$ cat src/hdl/dsr_pkg.sv
// dsr_pkg: shared constants and controller/datapath interface types
// for the disc span rasterizer; no dependencies
package dsr_pkg;

   localparam int FRAME_WIDTH_DEF  = 128;
   localparam int FRAME_HEIGHT_DEF = 128;
   localparam int MAX_RADIUS_DEF   = 28;

   // payload widths fixed by the word format
   localparam int CENTER_W = 9;
   localparam int RADIUS_W = 5;
   localparam int PAINT_W  = 24;
   localparam int COORD_W  = 7;

   // internal signed coordinate width: holds centre +/- radius and frame
   // limits up to 4096
   localparam int POS_W = 14;
   // signed row offset, -31..31
   localparam int DY_W  = RADIUS_W + 2;
   // remaining squared extent r*r - dy*dy, 0..961
   localparam int SQ_W  = 2 * RADIUS_W;

   typedef struct packed {
      logic start;       // capture a new stamp
      logic adj_step;    // move half-width one step toward its row value
      logic advance;     // go to the next row
      logic load_pend;   // park current span as pending
      logic emit_pend;   // send pending span, not last
      logic emit_final;  // send last word: pending span or empty result
   } cmd_type;

   typedef struct packed {
      logic adj_need;    // half-width not yet at value for this row
      logic span_vis;    // current row gives a non-empty clipped span
      logic pend_valid;  // a span is waiting to be sent
      logic dy_at_end;   // current row is the bottom row of the disc
      logic out_free;    // output register can take a word this cycle
   } sts_type;

endpackage

$ cat src/hdl/dsr_ctrl.sv
// dsr_ctrl: sequencer that walks the disc rows for one stamp
// depends on dsr_pkg
module dsr_ctrl (
   input  logic             clock,
   input  logic             reset,
   input  logic             req_valid,
   output logic             req_stall,
   input  dsr_pkg::sts_type sts,
   output dsr_pkg::cmd_type cmd
);

   localparam logic [1:0] ST_IDLE = 2'd0;
   localparam logic [1:0] ST_WORK = 2'd1;
   localparam logic [1:0] ST_FIN  = 2'd2;

   logic [1:0] state_ff;
   logic [1:0] state_in;

   assign req_stall = (state_ff != ST_IDLE);

   always_comb begin
      state_in = state_ff;
      cmd      = '0;
      case (state_ff)
         ST_IDLE: begin
            if (req_valid) begin
               cmd.start = 1'b1;
               state_in  = ST_WORK;
            end
         end
         ST_WORK: begin
            if (sts.adj_need) begin
               cmd.adj_step = 1'b1;
            end else if (!(sts.span_vis && sts.pend_valid && !sts.out_free)) begin
               // a new visible span pushes out the one parked before it
               cmd.emit_pend = sts.span_vis && sts.pend_valid;
               cmd.load_pend = sts.span_vis;
               if (sts.dy_at_end) begin
                  state_in = ST_FIN;
               end else begin
                  cmd.advance = 1'b1;
               end
            end
         end
         ST_FIN: begin
            if (sts.out_free) begin
               cmd.emit_final = 1'b1;
               state_in       = ST_IDLE;
            end
         end
         default: begin
            state_in = ST_IDLE;
         end
      endcase
   end

   always_ff @(posedge clock) begin
      if (reset) begin
         state_ff <= ST_IDLE;
      end else begin
         state_ff <= state_in;
      end
   end

endmodule

$ cat src/hdl/dsr_datapath.sv
// dsr_datapath: row offset, half-width tracking, clipping, pending span
// and output register; depends on dsr_pkg
module dsr_datapath #(
   parameter int FRAME_WIDTH  = dsr_pkg::FRAME_WIDTH_DEF,
   parameter int FRAME_HEIGHT = dsr_pkg::FRAME_HEIGHT_DEF,
   parameter int MAX_RADIUS   = dsr_pkg::MAX_RADIUS_DEF
) (
   input  logic                                clock,
   input  logic                                reset,
   input  logic signed [dsr_pkg::CENTER_W-1:0] req_center_x,
   input  logic signed [dsr_pkg::CENTER_W-1:0] req_center_y,
   input  logic        [dsr_pkg::RADIUS_W-1:0] req_radius,
   input  logic        [dsr_pkg::PAINT_W-1:0]  req_paint,
   input  dsr_pkg::cmd_type                    cmd,
   output dsr_pkg::sts_type                    sts,
   output logic                                rsp_valid,
   input  logic                                rsp_stall,
   output logic        [dsr_pkg::COORD_W-1:0]  rsp_row,
   output logic        [dsr_pkg::COORD_W-1:0]  rsp_x_start,
   output logic        [dsr_pkg::COORD_W-1:0]  rsp_x_end,
   output logic        [dsr_pkg::PAINT_W-1:0]  rsp_paint_out,
   output logic                                rsp_visible,
   output logic                                rsp_last
);

   localparam int RW = dsr_pkg::RADIUS_W;
   localparam int PW = dsr_pkg::POS_W;
   localparam int DW = dsr_pkg::DY_W;
   localparam int QW = dsr_pkg::SQ_W;
   localparam int CW = dsr_pkg::COORD_W;

   localparam logic signed [PW-1:0] XMAX = PW'(FRAME_WIDTH - 1);
   localparam logic signed [PW-1:0] YLIM = PW'(FRAME_HEIGHT);

   logic signed [PW-1:0] cx_ff, cy_ff;
   logic        [RW-1:0] r_ff, hw_ff;
   logic signed [DW-1:0] dy_ff;
   logic        [QW-1:0] q_ff;
   logic [dsr_pkg::PAINT_W-1:0] paint_ff;

   logic          pend_valid_ff;
   logic [CW-1:0] pend_row_ff, pend_xs_ff, pend_xe_ff;

   logic          out_valid_ff, out_vis_ff, out_last_ff;
   logic [CW-1:0] out_row_ff, out_xs_ff, out_xe_ff;
   logic [dsr_pkg::PAINT_W-1:0] out_paint_ff;

   logic [RW-1:0]        r_sat;
   logic [RW:0]          hw_up;
   logic [2*RW+1:0]      sq_up, sq_cur;
   logic                 grow_ok, shrink_need, rising;
   logic signed [PW-1:0] row_c, xs_c, xe_c, xs_clip, xe_clip;
   logic signed [QW+1:0] q_next;

   assign r_sat = (int'(req_radius) > MAX_RADIUS) ? RW'(MAX_RADIUS) : req_radius;

   // half-width grows on the upper half and shrinks on the lower half
   assign rising      = (dy_ff <= 0);
   assign hw_up       = {1'b0, hw_ff} + 1'b1;
   assign sq_up       = hw_up * hw_up;
   assign sq_cur      = (2*RW+2)'(hw_ff) * (2*RW+2)'(hw_ff);
   assign grow_ok     = (sq_up <= (2*RW+2)'(q_ff));
   assign shrink_need = (sq_cur > (2*RW+2)'(q_ff));

   assign row_c   = cy_ff + PW'(dy_ff);
   assign xs_c    = cx_ff - PW'({1'b0, hw_ff});
   assign xe_c    = cx_ff + PW'({1'b0, hw_ff});
   assign xs_clip = (xs_c < 0) ? '0 : xs_c;
   assign xe_clip = (xe_c > XMAX) ? XMAX : xe_c;

   // r*r - (dy+1)^2 = q - (2*dy + 1)
   assign q_next = (QW+2)'(signed'({2'b00, q_ff})) -
                   (((QW+2)'(dy_ff) <<< 1) + (QW+2)'(1));

   assign sts.adj_need   = rising ? grow_ok : shrink_need;
   assign sts.span_vis   = (row_c >= 0) && (row_c < YLIM) && (xs_clip <= xe_clip);
   assign sts.pend_valid = pend_valid_ff;
   assign sts.dy_at_end  = (dy_ff == DW'(signed'({1'b0, r_ff})));
   assign sts.out_free   = !out_valid_ff || !rsp_stall;

   always_ff @(posedge clock) begin
      if (cmd.start) begin
         cx_ff    <= PW'(req_center_x);
         cy_ff    <= PW'(req_center_y);
         r_ff     <= r_sat;
         dy_ff    <= -DW'(signed'({1'b0, r_sat}));
         hw_ff    <= '0;
         q_ff     <= '0;
         paint_ff <= req_paint;
      end else begin
         if (cmd.adj_step) begin
            hw_ff <= rising ? hw_up[RW-1:0] : hw_ff - 1'b1;
         end
         if (cmd.advance) begin
            dy_ff <= dy_ff + 1'b1;
            q_ff  <= q_next[QW-1:0];
         end
      end
      if (cmd.load_pend) begin
         pend_row_ff <= row_c[CW-1:0];
         pend_xs_ff  <= xs_clip[CW-1:0];
         pend_xe_ff  <= xe_clip[CW-1:0];
      end
      if (cmd.emit_pend || cmd.emit_final) begin
         out_vis_ff   <= pend_valid_ff;
         out_last_ff  <= cmd.emit_final;
         out_row_ff   <= pend_valid_ff ? pend_row_ff : '0;
         out_xs_ff    <= pend_valid_ff ? pend_xs_ff  : '0;
         out_xe_ff    <= pend_valid_ff ? pend_xe_ff  : '0;
         out_paint_ff <= pend_valid_ff ? paint_ff    : '0;
      end
   end

   always_ff @(posedge clock) begin
      if (reset) begin
         pend_valid_ff <= 1'b0;
         out_valid_ff  <= 1'b0;
      end else begin
         if (cmd.start) begin
            pend_valid_ff <= 1'b0;
         end else if (cmd.load_pend) begin
            pend_valid_ff <= 1'b1;
         end
         if (cmd.emit_pend || cmd.emit_final) begin
            out_valid_ff <= 1'b1;
         end else if (!rsp_stall) begin
            out_valid_ff <= 1'b0;
         end
      end
   end

   assign rsp_valid     = out_valid_ff;
   assign rsp_row       = out_row_ff;
   assign rsp_x_start   = out_xs_ff;
   assign rsp_x_end     = out_xe_ff;
   assign rsp_paint_out = out_paint_ff;
   assign rsp_visible   = out_vis_ff;
   assign rsp_last      = out_last_ff;

endmodule

$ cat src/hdl/disc_span_rasterizer.sv
// disc_span_rasterizer: one disc stamp in, one span word per visible row out;
//   a stamp with no visible row gives a single empty word flagged last
// a new stamp is accepted only once the previous one has issued its last word;
//   the row sequencer accepts, steps the half-width and moves on for each row, then closes
// reset: synchronous, active high; clears sequencer, pending span and output valid
module disc_span_rasterizer #(
   parameter int FRAME_WIDTH  = dsr_pkg::FRAME_WIDTH_DEF,
   parameter int FRAME_HEIGHT = dsr_pkg::FRAME_HEIGHT_DEF,
   parameter int MAX_RADIUS   = dsr_pkg::MAX_RADIUS_DEF
) (
   input  logic                                clock,
   input  logic                                reset,
   // stamp request word
   input  logic                                req_valid,
   output logic                                req_stall,
   input  logic signed [dsr_pkg::CENTER_W-1:0] req_center_x,
   input  logic signed [dsr_pkg::CENTER_W-1:0] req_center_y,
   input  logic        [dsr_pkg::RADIUS_W-1:0] req_radius,
   input  logic        [dsr_pkg::PAINT_W-1:0]  req_paint,
   // span response word
   output logic                                rsp_valid,
   input  logic                                rsp_stall,
   output logic        [dsr_pkg::COORD_W-1:0]  rsp_row,
   output logic        [dsr_pkg::COORD_W-1:0]  rsp_x_start,
   output logic        [dsr_pkg::COORD_W-1:0]  rsp_x_end,
   output logic        [dsr_pkg::PAINT_W-1:0]  rsp_paint_out,
   output logic                                rsp_visible,
   output logic                                rsp_last
);

   // command and status between sequencer and datapath
   dsr_pkg::cmd_type cmd;
   dsr_pkg::sts_type sts;

   // sequencer: idle, walk rows top to bottom, then send the closing word.
   // each visible span is parked one row so the last one can be flagged
   dsr_ctrl u_ctrl (
      .clock     (clock),
      .reset     (reset),
      .req_valid (req_valid),
      .req_stall (req_stall),
      .sts       (sts),
      .cmd       (cmd)
   );

   // datapath: half-width follows the circle edge one step per cycle,
   // spans are clipped to the frame and shipped through an output register
   dsr_datapath #(
      .FRAME_WIDTH  (FRAME_WIDTH),
      .FRAME_HEIGHT (FRAME_HEIGHT),
      .MAX_RADIUS   (MAX_RADIUS)
   ) u_dp (
      .clock         (clock),
      .reset         (reset),
      .req_center_x  (req_center_x),
      .req_center_y  (req_center_y),
      .req_radius    (req_radius),
      .req_paint     (req_paint),
      .cmd           (cmd),
      .sts           (sts),
      .rsp_valid     (rsp_valid),
      .rsp_stall     (rsp_stall),
      .rsp_row       (rsp_row),
      .rsp_x_start   (rsp_x_start),
      .rsp_x_end     (rsp_x_end),
      .rsp_paint_out (rsp_paint_out),
      .rsp_visible   (rsp_visible),
      .rsp_last      (rsp_last)
   );

   // one stamp at a time: an accepted stamp blocks the next one
   assert property (@(posedge clock) disable iff (reset)
      req_valid && !req_stall |=> req_stall)
      else $error("stamp accepted while busy");

   // the empty-stamp word always closes its stamp
   assert property (@(posedge clock) disable iff (reset)
      rsp_valid && !rsp_visible |-> rsp_last)
      else $error("empty result without last");

   // the empty-stamp word carries zero fields
   assert property (@(posedge clock) disable iff (reset)
      rsp_valid && !rsp_visible |->
         rsp_row == '0 && rsp_x_start == '0 && rsp_x_end == '0 && rsp_paint_out == '0)
      else $error("empty result with nonzero fields");

   // a stalled word stays put
   assert property (@(posedge clock) disable iff (reset)
      rsp_valid && rsp_stall |=>
         rsp_valid && $stable(rsp_row) && $stable(rsp_x_start) && $stable(rsp_x_end) &&
         $stable(rsp_paint_out) && $stable(rsp_visible) && $stable(rsp_last))
      else $error("stalled word changed");

endmodule
$ cat config.mk
export PLATFORM = sky130hd
export DESIGN_NAME = disc_span_rasterizer
export DESIGN_NICKNAME = d
export VERILOG_FILES = /design/src/hdl/dsr_pkg.sv /design/src/hdl/dsr_ctrl.sv /design/src/hdl/dsr_datapath.sv /design/src/hdl/disc_span_rasterizer.sv
export SDC_FILE = /design/constraint.sdc
export NUM_CORES = 1
export LEC_CHECK = 0
export BUFFER_PORTS_ARGS = -buffer_cell sky130_fd_sc_hd__buf_2
export CAP_MARGIN = 10
export CORE_MARGIN = 10
export CORE_UTILIZATION = 30
export CTS_BUF_LIST = sky130_fd_sc_hd__clkbuf_16
export DETAILED_ROUTE_END_ITERATION = 12
export SLEW_MARGIN = 20
export SYNTH_ARGS = -nofsm -noshare
export SYNTH_HDL_FRONTEND = slang
export SYNTH_HIERARCHICAL = 1
export SYNTH_SLANG_ARGS = --single-unit
$ cat constraint.sdc
create_clock -name clock -period 8.15 [get_ports clock]
set_input_delay 1.63 -clock clock [delete_from_list [all_inputs] [get_ports clock]]
set_output_delay 1.63 -clock clock [all_outputs]
set_load 0.05 [all_outputs]
==> results_dict.tcl, run 1 <==
set metrics [dict create \
    hold_path.class "flip-flop to flip-flop" \
    vdd_drop_max_uv 135.7 \
    critPathMaxFanout 47 \
    async_flop_share_pct 0 \
    boundaryPins 100 \
    grt_max_degree 75 \
    fin_util_pct 35.62 \
    layout-drive-gt1-share_pct 17.50 \
    fin_area_mm2 0.009841 \
    setup.worst_path.class "flip-flop to flip-flop" \
    end_kind "flip-flop" \
    placementRows 61 \
    htree_levels 4 \
    post-route-min-period_ns 6.968 \
    cts_buffer_depth 2 \
    setup_ws_ns 1.182 \
    grt_pass1_wl_um 29730 \
    ys.warnings.count 6 \
    p_leak_nw 3.918 \
    crit_buf_inv 3 \
    critPathMaxStageDelay_ns 0.66 \
    drcViolationCount 0 \
    routed_wl_um 18130 \
    ant_nets 0 \
    numCtsBuffers 17 \
    hpwlAfterDp_um 13830 \
    rsz0062_at_grt "false" \
    startpoint_type "flip-flop" \
    arrival_ns 6.98 \
    relSlewSlack_pct 34.58 \
    first_pass_iters 5 \
    min_delay_path_depth 2 \
    synth-edff-count 122 \
    synth_seq_cells 141 \
    drv_cap 0 \
    synthFlopType "edfxtp_1" \
    die_x_um 186.9 \
    slew_viol_final 0 \
    slowest_stage "dfxtp_1" \
    fp.coreArea_mm2 0.02763 \
    cts_setup_buffers 0 \
    place_area_mm2 0.009266 \
    hold_viol 0 \
    worstHoldStart "u_dp/q_ff[9]" \
    num_vias 5770 \
    initial_utilization_pct 30.23 \
    power_density_mw_per_mm2 290.9 \
    cts_tree "done" \
    skew_ns 0.01295 \
    insertion_delay_ns 0.41 \
    synthDistinctLibCells 67 \
    post_drt_via_cell_ratio 4.649 \
    area_growth_pct 17.81 \
    pre_cts_ws_ns 1.317 \
    yosysSeqAreaShare_pct 48.41 \
    r2r_start "u_dp/hw_ff[0]" \
    gr-usage-all-layers_pct 10.27 \
    cts-root-buf "clkbuf_16" \
    dieArea_mm2 0.03492 \
    max_freq_mhz 143.5 \
    synthesis.area_mm2 0.008353 \
    antenna_found_initial 0 \
    clk_pin_slew_ns 0.06 \
    grt_pass1_vias 5732 \
    die_h_um 186.9 \
    r2r_end "u_dp/rsp_paint_out[1]" \
    holdPathEnd "u_dp/q_ff[9]" \
    p_total_w 0.002862 \
    wl_per_cell_um 14.61 \
    cts-resized-gates 0 \
    crit_family "adder cells" \
    tritoncts_num_sinks 141 \
    nets 999 \
    drt_iter0_markers 299 \
    status "completed" \
    tightest_slew_ns 0.9798 \
    setup-violations-final 0 \
    gr-total-overflow 0 \
    setup_tns_ns 0 \
    crit_chain "ha_1, nand3_1, xnor2_1, nor2b_1, fa_1, inv_1, fa_1, inv_1, fa_1, ha_1, a31oi_1, o21bai_1, a21o_1, xor2_1, ha_1, nand4b_1, o32ai_1, a21oi_1, o41ai_1, or3b_4, nor2_1, nor2_1, inv_2" \
    n_antenna_cell 0 \
    fin_crit_sh_pct 85.49 \
    io_buffers 99 \
    reg2reg_slack_ns 1.18 \
    cp_data_required_time_ns 8.16 \
    fillers 2767 \
    reg2regPathDepth 23 \
    syn_inst 750 \
    hold_buffers 0 \
    avgSynthCellArea_um2 11.14 \
    place_congestion 0.8295 \
]
==> synth_stat cells, drive strengths merged (7+ instances only) <==
| cell | count | area [µm²] |
|---|---|---|
| edfxtp | 122 | 3664 |
| ha | 84 | 1051 |
| nor2 | 66 | 247.7 |
| inv | 53 | 198.9 |
| and2 | 49 | 306.5 |
| xnor2 | 38 | 332.8 |
| a21oi | 37 | 185.2 |
| nand2 | 31 | 116.4 |
| o21ai | 22 | 110.1 |
| dfxtp | 19 | 380.4 |
| nor3 | 18 | 90.09 |
| clkbuf | 17 | 63.81 |
| nor2b | 15 | 93.84 |
| fa | 14 | 280.3 |
| xor2 | 14 | 122.6 |
| nand2b | 12 | 75.07 |
| nand3 | 12 | 60.06 |
| a21o | 10 | 75.07 |
| a211oi | 9 | 67.56 |
| a31oi | 8 | 50.05 |
| nand4 | 7 | 43.79 |
| o21a | 7 | 52.55 |
==> metal layers <==
| metal | up-vias | GRT usage, % | routed length [µm] |
|---|---|---|---|
| li1 | 2882 | - | - |
| met1 | 2713 | 13.57 | 8730 |
| met2 | 161 | 16.21 | 8235 |
| met3 | 14 | 2.685 | 935 |
| met4 | 0 | 2.916 | 225 |
| met5 | - | 0 | 0 |
==> state kept, by name, summed over array words and instances (netlist names) <==
| name | flops |
|---|---|
| u_ctrl/state_ff | 2 |
| u_dp/cx_ff | 9 |
| u_dp/cy_ff | 9 |
| u_dp/dy_ff | 7 |
| u_dp/hw_ff | 5 |
| u_dp/paint_ff | 24 |
| u_dp/pend_row_ff | 7 |
| u_dp/pend_valid_ff | 1 |
| u_dp/pend_xe_ff | 7 |
| u_dp/pend_xs_ff | 7 |
| u_dp/q_ff | 10 |
| u_dp/r_ff | 5 |
| u_dp/rsp_last | 1 |
| u_dp/rsp_paint_out | 24 |
| u_dp/rsp_row | 7 |
| u_dp/rsp_valid | 1 |
| u_dp/rsp_visible | 1 |
| u_dp/rsp_x_end | 7 |
| u_dp/rsp_x_start | 7 |
==> cells in the final DEF (no fill, tap or decap), types with 8 or more instances in the layout <==
master	synthesis	routed
xnor2_1	38	38
inv_1	53	54
o21ai_0	20	20
nor2_1	66	65
clkbuf_16	0	17
a21o_1	10	10
fa_1	14	14
and2_1	49	49
nand3_1	12	12
a211oi_1	9	9
ha_1	84	84
dfxtp_1	19	19
edfxtp_1	122	122
nor2b_1	15	15
nand2_1	31	31
a21oi_1	37	37
buf_2	3	99
nand2b_1	12	12
xor2_1	14	14
a31oi_1	8	8
nor3_1	18	18
==> per-stage QoR <==
stage               hold slack [ns]  std cells
floorplan                    0.4295        751
global placement             0.4762       1209
detailed placement           0.4814       1209
CTS                          0.4922       1241
global route                 0.5253       1241
finish                       0.4894       1241
==> where the power goes <==
part / leakage (nW) / internal, W / switching [W]
Sequential: 1.24 / 0.000881 / 0.0000991
Combinational: 2.40 / 0.000495 / 0.000637
Clock: 0.279 / 0.000450 / 0.000300
==> layout make-up <==
type                            instances  area [µm²]  area share (%)
Inverter                               56       210.2           2.136
Multi-Input combinational cell        531        4014           40.79
Clock inverter                         15       148.9           1.513
Tap cell                              378       473.0           4.806
Timing Repair Buffer                  103       525.5           5.340
Sequential cell                       141        4044           41.09
Clock buffer                           17       425.4           4.323
==> cells by family after synthesis <==
family	synth area share [%]
fa+ha+maj	15.94
flops	48.41
compound gates	10.22
other cells	0.04489
xor+xnor	5.452
mux	0.8688
simple gates	15.34
buf+inv	3.730
==> worst max-delay path by stage <==
stage,depth (start not counted),from,endpoint,slack [ns]
global route,23,u_dp/hw_ff[0],u_dp/rsp_x_end[6],0.77
global placement,23,u_dp/hw_ff[0],u_dp/rsp_x_start[1],1.47
detailed placement,23,u_dp/hw_ff[0],u_dp/rsp_x_end[2],1.32
finish,23,u_dp/hw_ff[0],u_dp/rsp_paint_out[1],1.18
floorplan,21,u_dp/hw_ff[0],u_dp/pend_row_ff[0],1.02
CTS,23,u_dp/hw_ff[0],u_dp/rsp_x_end[6],1.25
==> tightest hold or removal path, cell delays in order (launching register included) <==
cell and delay (ns):
dfxtp_1 0.31, o21ai_0 0.07, a21oi_1 0.06
No activity file was read; power rests on OpenSTA's default activity.
==> run 2: changes to the inputs <==
- CORE_MARGIN: 10 -> 2
- CORE_UTILIZATION: 30 -> 40
- REMOVE_ABC_BUFFERS: unset -> 1
==> results_dict.tcl, run 2 (synthesized netlist as in run 1, its figures left out) <==
set metrics [dict create \
    status "completed" \
    setup_tns_ns 0 \
    fin_hold_ws_ns 0.5049 \
    fin_crit_sh_pct 87.40 \
    die_x_um 148.5 \
    p_leak_nw 3.955 \
    critPathMaxFanout 47 \
    dieArea_mm2 0.02205 \
    grt_pass1_vias 5456 \
    cts-root-buf "clkbuf_16" \
    cp_data_required_time_ns 8.18 \
    drt_iter0_markers 300 \
    slew_viol_final 0 \
    ant_nets 0 \
    first_pass_iters 5 \
    hold_path.class "flip-flop to flip-flop" \
    antenna_found_initial 0 \
    drv_cap 0 \
    cts_setup_buffers 0 \
    arrival_ns 7.15 \
    htree_levels 4 \
    final_common_cell "edfxtp_1" \
    placementRows 52 \
    cts_tree "done" \
    fp.coreArea_mm2 0.02036 \
    numCtsBuffers 17 \
    tritoncts_num_sinks 141 \
    setup.worst_path.class "flip-flop to flip-flop" \
    post-route-min-period_ns 7.123 \
    cts-resized-gates 0 \
    relSlewSlack_pct 36.20 \
    clk_pin_slew_ns 0.06 \
    end_kind "flip-flop" \
    setup_ws_ns 1.027 \
    grt_pass1_wl_um 26860 \
    wl_per_cell_um 14.51 \
    layout-drive-gt1-share_pct 17.96 \
    insertion_delay_ns 0.43 \
    initial_utilization_pct 41.02 \
    gr-usage-all-layers_pct 15.41 \
    boundaryPins 100 \
    io_buffers 99 \
    area_growth_pct 17.14 \
    pre_cts_ws_ns 1.166 \
    setup-violations-final 0 \
    skew_ns 0.01617 \
    max_freq_mhz 140.4 \
    num_vias 5687 \
    nets 999 \
    grt_max_degree 50 \
    routed_wl_um 16450 \
    power_density_mw_per_mm2 300.6 \
    gr-total-overflow 0 \
    hpwlAfterDp_um 12360 \
    vdd_drop_max_uv 153.2 \
    final_cell_mix "edfxtp_1, buf_2, ha_1, nor2_1, inv_1" \
    post_drt_via_cell_ratio 5.015 \
    rsz0062_at_grt "false" \
    drcViolationCount 0 \
    place_congestion 0.8552 \
    tightest_slew_ns 0.9556 \
    die_h_um 148.5 \
    hold_viol 0 \
    cts_buffer_depth 2 \
    hold_buffers 0 \
    startpoint_type "flip-flop" \
]
## run 2: cell count changes in the layout (fill, tap and decap cells not counted)
cell        delta
clkinv_4       +1
inv_1          -2
diode_2        +1
bufinv_16      +2
clkinv_2       -1
inv_8          +3
inv_6          +1
clkinv_1       -2
clkinvlp_4     -2
## run 2: cell type report
type	count	area [µm²]
tap	270	337.8
antenna	1	2.502
timing repair buffer	103	525.5
clock inverter	15	225.2
inverter	56	210.2
fill	1847	10580
sequential	141	4044
clock buffer	17	425.4
multi-input combinational	531	4014
## run 2: worst paths after layout
kind | endpoint | depth (start not counted) | startpoint | slack (ns)
setup reg to reg | u_dp/rsp_x_end[3] | 23 | u_dp/hw_ff[0] | 1.03
setup / recovery | u_dp/rsp_x_end[3] | 23 | u_dp/hw_ff[0] | 1.03
hold reg to reg | u_dp/q_ff[9] | 2 | u_dp/q_ff[9] | 0.50
hold / removal | u_dp/q_ff[9] | 2 | u_dp/q_ff[9] | 0.50
## run 2: critical path, stage by stage (launching register included)
cell      delay (ns)
dfxtp_1         0.65
ha_1            0.37
nand3_1         0.12
xnor2_1         0.42
nor2b_1         0.13
fa_1            0.53
inv_1           0.07
fa_1            0.53
inv_1           0.05
fa_1            0.47
ha_1            0.34
a31oi_1         0.26
o21bai_1        0.09
a21o_1          0.21
xor2_1          0.16
ha_1            0.30
nand4b_1        0.09
o32ai_1         0.23
a21oi_1         0.07
o41ai_1         0.75
or3b_4          0.29
nor2_1          0.05
nor2_1          0.14
inv_2           0.39
## run 2: where the power goes
group | internal (W) | switching (W)
Sequential | 0.000881 | 0.0000961
Combinational | 0.000491 | 0.000620
Clock | 0.000525 | 0.000328
## run 2: layer usage
layer  share of wire [%]  GRT usage (%)
met1                  47          20.75
met2                  45          24.56
met3                 5.8          3.681
met4                 1.7          5.190
met5                   0              0
## run 2: through the flow
stage               total power (W)  instances  area, µm²  utilization [%]
global route               0.003163       1133       9782            48.03
global placement           0.002082       1101       9131            44.84
CTS                        0.002964       1133       9782            48.03
finish                     0.002941       1134       9784            48.05
floorplan                  0.001834        728       8255                -
detailed placement         0.002098       1101       9131            44.84
==> run 3: changes to the inputs <==
- ABC_AREA: unset -> 1
- CORE_ASPECT_RATIO: unset -> 1.4
==> results_dict.tcl, run 3 <==
set metrics [dict create \
    status "completed" \
    vdd_drop_max_uv 206.1 \
    fp.coreArea_mm2 0.02186 \
    post-route-min-period_ns 6.836 \
    yosys.area_share.xor_xnor_pct 3.849 \
    relSlewSlack_pct 35.02 \
    yosysTopAreaCell "edfxtp_1" \
    setup_tns_ns 0 \
    async_flop_share_pct 0 \
    synthTopCellsByArea "edfxtp_1, ha_1, nand2_1" \
    post_drt_via_cell_ratio 4.715 \
    avgSynthCellArea_um2 9.121 \
    gr-usage-all-layers_pct 16.14 \
    layout-drive-gt1-share_pct 16.47 \
    num_vias 6526 \
    met1_usage_pct 17.24 \
    drv_cap 0 \
    use_met2_pct 29.70 \
    busiest_layer "met2" \
    drt_iter0_markers 309 \
    grt_pass1_wl_um 29840 \
    hpwlAfterDp_um 14150 \
    cpMostUsedCell "nand2_1" \
    n_antenna_cell 0 \
    htree_levels 4 \
    grt_pass1_vias 6580 \
    synthFlopType "edfxtp_1" \
    synth_fa_ha_area_share_pct 15.00 \
    hold_viol 0 \
    ys.warnings.count 6 \
    yosysMostFrequentCell "nand2_1" \
    cts-root-buf "clkbuf_16" \
    synth_top_family_by_area "simple AND/OR/NAND/NOR gates" \
    ant_nets 0 \
    synthSimpleGateAreaFrac_pct 19.65 \
    synthMuxAreaShare_pct 0 \
    slowest_stage "dfxtp_1" \
    setup-violations-final 0 \
    io_buffers 99 \
    setup.worst_path.class "flip-flop to flip-flop" \
    dieArea_mm2 0.02341 \
    yosys-top-cells-count "nand2_1, inv_1, edfxtp_1" \
    first_pass_iters 7 \
    synth_top_area_share_pct 41.28 \
    die_x_um 129.9 \
    worstHoldStart "u_dp/q_ff[7]" \
    numCtsBuffers 17 \
    hold_buffers 0 \
    synth-compound-area-share_pct 6.739 \
    initial_utilization_pct 40.60 \
    rsz0062_at_grt "false" \
    tightest_slew_ns 0.9737 \
    p_leak_nw 5.079 \
    routed_wl_um 18060 \
    area_growth_pct 15.38 \
    boundaryPins 100 \
    fillers 2109 \
    gr-total-overflow 0 \
    syn_inst 973 \
    placementRows 64 \
    synthDistinctLibCells 48 \
    fin_util_pct 46.84 \
    r2r_start "u_dp/hw_ff[0]" \
    critPathMaxFanout 12 \
    final_common_cell "nand2_1" \
    max_freq_mhz 146.3 \
    drcViolationCount 0 \
    wl_per_cell_um 13.05 \
    critPathMaxStageDelay_ns 0.60 \
    antenna_found_initial 0 \
    clk_pin_slew_ns 0.07 \
    crit_family "adder cells" \
    grt_max_degree 51 \
    final_cell_mix "nand2_1, inv_1, edfxtp_1, buf_2, ha_1" \
    grt_util_met3_pct 3.622 \
    cts_tree "done" \
    nets 1223 \
    synthesis.area_mm2 0.008875 \
    cp_data_required_time_ns 8.50 \
    synth_seq_cells 141 \
    cts-resized-gates 0 \
    hold_path.class "flip-flop to flip-flop" \
    pre_cts_ws_ns 1.271 \
    fin_crit_sh_pct 83.88 \
    insertion_delay_ns 0.43 \
    skew_ns 0.01178 \
    slew_viol_final 0 \
    arrival_ns 7.19 \
    end_kind "flip-flop" \
    crit_start "u_dp/hw_ff[0]" \
    synth-edff-count 122 \
    yosysSeqAreaShare_pct 45.57 \
    crit_buf_inv 6 \
    power_density_mw_per_mm2 333.9 \
    place_congestion 0.8645 \
    setup_ws_ns 1.314 \
    cts_setup_buffers 0 \
    startpoint_type "flip-flop" \
    tritoncts_num_sinks 141 \
    fin_hold_ws_ns 0.4896 \
    cts_buffer_depth 2 \
    die_h_um 180.2 \
]
[run 3: kinds of logic after synthesis]
family | count (synthesis)
AOI/OAI and AO/OA | 96
xor gates and xnor gates | 39
adders and majority gates | 98
buffers and inverters | 202
DFF | 141
other | 1
and+or+nand+nor | 396
[run 3: through the flow]
| step | std cells | area [µm²] | power, W |
|---|---|---|---|
| after global placement | 1352 | 9642 | 0.002643 |
| after global routing | 1384 | 10240 | 0.003724 |
| final | 1384 | 10240 | 0.003420 |
| after CTS | 1384 | 10230 | 0.003456 |
| after floorplan | 955 | 8761 | 0.002283 |
| after detailed placement | 1352 | 9642 | 0.002668 |
[run 3: layout make-up]
| class | instances | area [µm²] | area share (%) |
|---|---|---|---|
| clock buffers | 17 | 425.4 | 4.154 |
| clock inverters | 15 | 167.7 | 1.637 |
| inverters | 183 | 694.4 | 6.782 |
| multi-input cells | 631 | 4033 | 39.38 |
| flip-flops and latches | 141 | 4045 | 39.50 |
| well taps | 297 | 371.6 | 3.629 |
| repair buffers | 100 | 503.0 | 4.912 |
[run 3: worst reg2reg max path, delay by kind of cell (launching register included)]
kind,cells,cell delay [ns]
adders and majority gates,6,2.41
buffers and inverters,6,0.53
AOI/OAI and AO/OA,6,0.93
and+or+nand+nor,14,1.78
DFF,1,0.60
xor gates and xnor gates,2,0.51
[run 3: path summary, 6_finish.rpt]
| check | to | slack (ns) | cells after the start |
|---|---|---|---|
| worst min register to register | u_dp/q_ff[7] | 0.49 | 2 |
| worst min-delay path | u_dp/q_ff[7] | 0.49 | 2 |
| worst max-delay path | u_dp/q_ff[4] | 1.31 | 34 |
| worst max register to register | u_dp/q_ff[4] | 1.31 | 34 |
[run 3: metal layers]
layer / share of wire (%) / up-vias
met5: 0 / -
met4: 2.7 / 0
met3: 4.4 / 30
met2: 52 / 154
met1: 40 / 2978
li1: - / 3364
[run 3: report_power, final]
| part | switching [W] | internal (W) |
|---|---|---|
| logic | 0.00103 | 0.000551 |
| clock network | 0.000334 | 0.000437 |
| registers | 0.000113 | 0.000951 |
| total | 0.00148 | 0.00194 |
